File: src/hdl/cset_pkg.sv
// ----------------------------------------------------------------------------
// cset_pkg
// shared widths, codes and types of the call stack exclusive time profiler
// ----------------------------------------------------------------------------
package cset_pkg;

   localparam int MAX_FUNCS   = 256;
   localparam int STACK_DEPTH = 64;
   localparam int TIME_W      = 32;
   localparam int FUNC_W      = $clog2(MAX_FUNCS);
   localparam int SADDR_W     = $clog2(STACK_DEPTH);
   localparam int SP_W        = SADDR_W + 1;
   localparam int NFUNC_W     = 9;
   localparam int ERR_W       = 2;

   localparam int REQ_DATA_W  = 40;
   localparam int REQ_USER_W  = 1;
   localparam int RSP_DATA_W  = 48;
   localparam int RSP_USER_W  = 3;

   localparam logic [NFUNC_W-1:0] NFUNC_RESET = NFUNC_W'(MAX_FUNCS);

   typedef enum logic [ERR_W-1:0] {
      ERR_OK        = 2'd0,
      ERR_UNDERFLOW = 2'd1,
      ERR_OVERFLOW  = 2'd2,
      ERR_BAD_ID    = 2'd3
   } err_type;

   typedef enum logic [2:0] {
      ST_IDLE = 3'b001,
      ST_TOP  = 3'b010,
      ST_ACC  = 3'b100
   } state_type;

   typedef struct packed {
      logic               en;
      logic [SADDR_W-1:0] addr;
      logic [FUNC_W-1:0]  data;
   } stk_wr_type;

   typedef struct packed {
      logic              en;
      logic [FUNC_W-1:0] addr;
      logic [TIME_W-1:0] data;
   } tot_wr_type;

endpackage

File: src/hdl/cset_stack.sv
// ----------------------------------------------------------------------------
// cset_stack
// call stack memory of function ids, one write and one registered read port
// ----------------------------------------------------------------------------
module cset_stack import cset_pkg::*; (
   input  logic               clock,
   input  logic [SADDR_W-1:0] rd_addr,
   output logic [FUNC_W-1:0]  rd_data,
   input  stk_wr_type         wr
);

   logic [FUNC_W-1:0] mem_ff [STACK_DEPTH];
   logic [FUNC_W-1:0] rd_data_ff;

   always_ff @(posedge clock) begin
      if (wr.en) begin
         mem_ff[wr.addr] <= wr.data;
      end
      rd_data_ff <= mem_ff[rd_addr];
   end

   assign rd_data = rd_data_ff;

endmodule

File: config.mk
export PLATFORM = sky130hd
export DESIGN_NAME = cset_stack
export DESIGN_NICKNAME = d
export VERILOG_FILES = /design/src/hdl/cset_pkg.sv /design/src/hdl/cset_stack.sv
export SDC_FILE = /design/constraint.sdc
export NUM_CORES = 1
export LEC_CHECK = 0
export ABC_AREA = 1
export BUFFER_PORTS_ARGS = -buffer_cell sky130_fd_sc_hd__buf_2
export CAP_MARGIN = 20
export CORE_MARGIN = 2
export CORE_UTILIZATION = 35
export CTS_CLUSTER_DIAMETER = 50
export DETAILED_ROUTE_END_ITERATION = 12
export GPL_ROUTABILITY_DRIVEN = 1
export GPL_TIMING_DRIVEN = 0
export MAX_ROUTING_LAYER = met4
export PLACE_DENSITY = 0.54
export SETUP_SLACK_MARGIN = 0.3
export SYNTH_ARGS = -nofsm -noshare
export SYNTH_HDL_FRONTEND = slang
export SYNTH_SLANG_ARGS = --single-unit
File: constraint.sdc
create_clock -name clock -period 3 [get_ports clock]
set_input_delay 0.6 -clock clock [delete_from_list [all_inputs] [get_ports clock]]
set_output_delay 0.6 -clock clock [all_outputs]
set_load 0.02 [all_outputs]
==> results.cfg <==
[timing]
whs_ns = 0.458
clock.fmax_mhz = 363
tightest_slew_ns = 0.995
fin_worst_skew_ns = 0.0230
period_needed_ns = 2.75
timing.final.hold_violations = 0
drv_slew = 0
fin_crit_sh = 0.918
slew_headroom = 0.334
report.final.setup_viol = 0
rsz0062_at_grt = true

[grt]
grt_pass1_wl_mm = 93.9
gr-total-overflow = 0
grt_max_degree = 65
grtUsageTotal = 0.212
antenna_found_initial = 4
grt_pass1_vias = 13920

[die]
pin_count = 30
core-area_sq_um = 60400
initial_core_util = 0.354
die_y_um = 251
die_x_um = 251
die-area_sq_um = 63000
row_count = 90

[setup_path]
cp_num_buf_inv = 2
rr_startpoint = mem_ff[16][6]
cp_max_fo = 9
crit_type = input pin to flop
arrival_ns = 2.98
startpoint_type = input pin
r2r-end = rd_data[6]
path_delay_family = simple AND/OR/NAND/NOR gates
critPathCaptureType = flop
crit_chain = clkbuf_1 -> inv_1 -> nand4_1 -> nor2_1
rr_worst_depth = 8
r2r_slack_ns = 1.41
max_stage_delay_ns = 1.02
cp_slowest_cell = nor2_1
required_ns = 3.22

[detailed_routing]
met3_length_mm = 4.78
wl_met2_mm = 30.9
first_pass_iters = 5
top_layer = met4
routed_wl_mm = 64.9
ant_nets = 0
drc = 0
wl_met1_mm = 28.0
vias = 14297
drt_iter0_drc = 1680
vias_per_cell = 5.24
wire_per_inst_um = 23.8

[clock_tree]
cts_sinks = 520
postCtsSetupBuffers = 0
clockRootBuffer = clkbuf_16
cts_buffer_depth = 3
clock_latency_ns = 0.62
path_clk_slew_ns = 0.06
holdBufCountCts = 0
cts_buffers = 56
htreeDepth = 2
tritoncts = built

[logic_synthesis]
synthCells = 1805
postSynth.asyncResetShare = 0
yosysMostFrequentCell = nand2_1
synth-edff-count = 512
synth.distinct_cells = 16
ys_seq_elements = 520
syn-cell-area_sq_um = 21300
synth_ff_type = edfxtp_1
syn_area_per_cell_sq_um = 11.8
synthTopCellsByArea = edfxtp_1 72%, nand2_1 11%, nand3_1 10%
yosys.area.top_type_share = 0.720
syn_nets = 1827
ys_top_cells_by_count = 648 x nand2_1, 512 x edfxtp_1, 439 x nand3_1
yosysWarningCount = 0
yosysTopAreaCell = edfxtp_1
yosysSeqAreaShare = 0.728

[worst_hold_path]
worstHoldEndpoint = mem_ff[50][7]
hold-path-cell-count = 1
min_path_type = input pin to flop
min_from = wr[7]

[run_status]
outcome = completed

[cells_and_area]
nFillCells = 5728
syn_to_final_growth_pct = 14.7
final_layout_size_suffix_gt1_frac = 0.111
fin_nets = 1919

[place]
globalplace.congestion = 0.959
hpwl_mm = 44.0
portBuffers = 21

[power_and_ir_drop]
p_leak_uw = 0.00878
max-vdd-ir-drop_mv = 0.505
power_density_nw_per_um2 = 657
finalPower_uw = 16100

[run]
cap_violations = 0
## worst max path at each step
stage	cells after the start	startpoint	end
2_1_floorplan	3	wr[14]	mem_ff[48][0]
3_3_place_gp	4	wr[11]	mem_ff[48][3]
3_5_place_dp	4	wr[9]	mem_ff[25][6]
4_1_cts	4	wr[9]	mem_ff[25][4]
5_1_grt	4	wr[10]	mem_ff[34][7]
6_report	4	wr[9]	mem_ff[9][5]
## where the power goes
group	internal (uW)	switching, uW
Sequential	8040	14.8
Clock	4010	2880
Combinational	287	837
Total	12300	3730
## stage by stage
step	cells	worst slack (ns)	util	area (sq um)	setup TNS (ns)
floorplan	1805	0.634	-	21300	0
global placement	2608	-0.313	0.371	22400	-13.46
detailed placement	2621	-0.276	0.375	22600	-36.31
CTS	2724	0.382	0.405	24500	0
global route	2726	0.255	0.406	24500	0
finish	2726	0.247	0.406	24500	0
## layer usage
| metal | up-vias | track usage |
|---|---|---|
| li1 | 6551 | - |
| met5 | - | - |
| met2 | 572 | 0.342 |
| met4 | 0 | 0.0498 |
| met1 | 7092 | 0.286 |
| met3 | 82 | 0.0302 |
## kinds of logic after synthesis
family / count (synthesis) / synth area share
DFF: 520 / 0.728
buffers and inverters: 125 / 0.0402
and+or+nand+nor: 1160 / 0.232
## layout make-up
class / count / area (sq um) / area share
multi-input cells: 1160 / 5000 / 0.204
clock inverters: 31 / 302 / 0.0123
flip-flops and latches: 520 / 15500 / 0.635
well taps: 782 / 978 / 0.0400
inverters: 12 / 50.0 / 0.00204
repair buffers: 34 / 273 / 0.0111
diodes: 2 / 5.00 / 0.000204
plain buffers: 113 / 808 / 0.0330
clock buffers: 72 / 1520 / 0.0623
## state kept, by name, indices dropped and copies added (netlist names)
name,cells
rd_data,8
mem_ff,512
## cells in the final DEF, fill, tap and decap left out, drive strengths merged
master	n
nand2	648
edfxtp	512
nand3	439
buf	132
clkbuf	87
nor2	56
clkinv	22
inv	12
nand4	9
nor4	8
dfxtp	8
bufinv	5
clkinvlp	4
diode	2
## worst register-to-register path: cells and delay by family, from the launching register on
kind,cells,cell delay [ns]
AND/OR/NAND/NOR,8,1.05
flip-flops,1,0.37
## what timing repair did
action / in CTS / in global routing
gates resized for setup: 0 / 2
hold endpoints to repair: 0 / 0
endpoints found under the setup margin: 0 / 104
(Power assumes the default switching activity.)
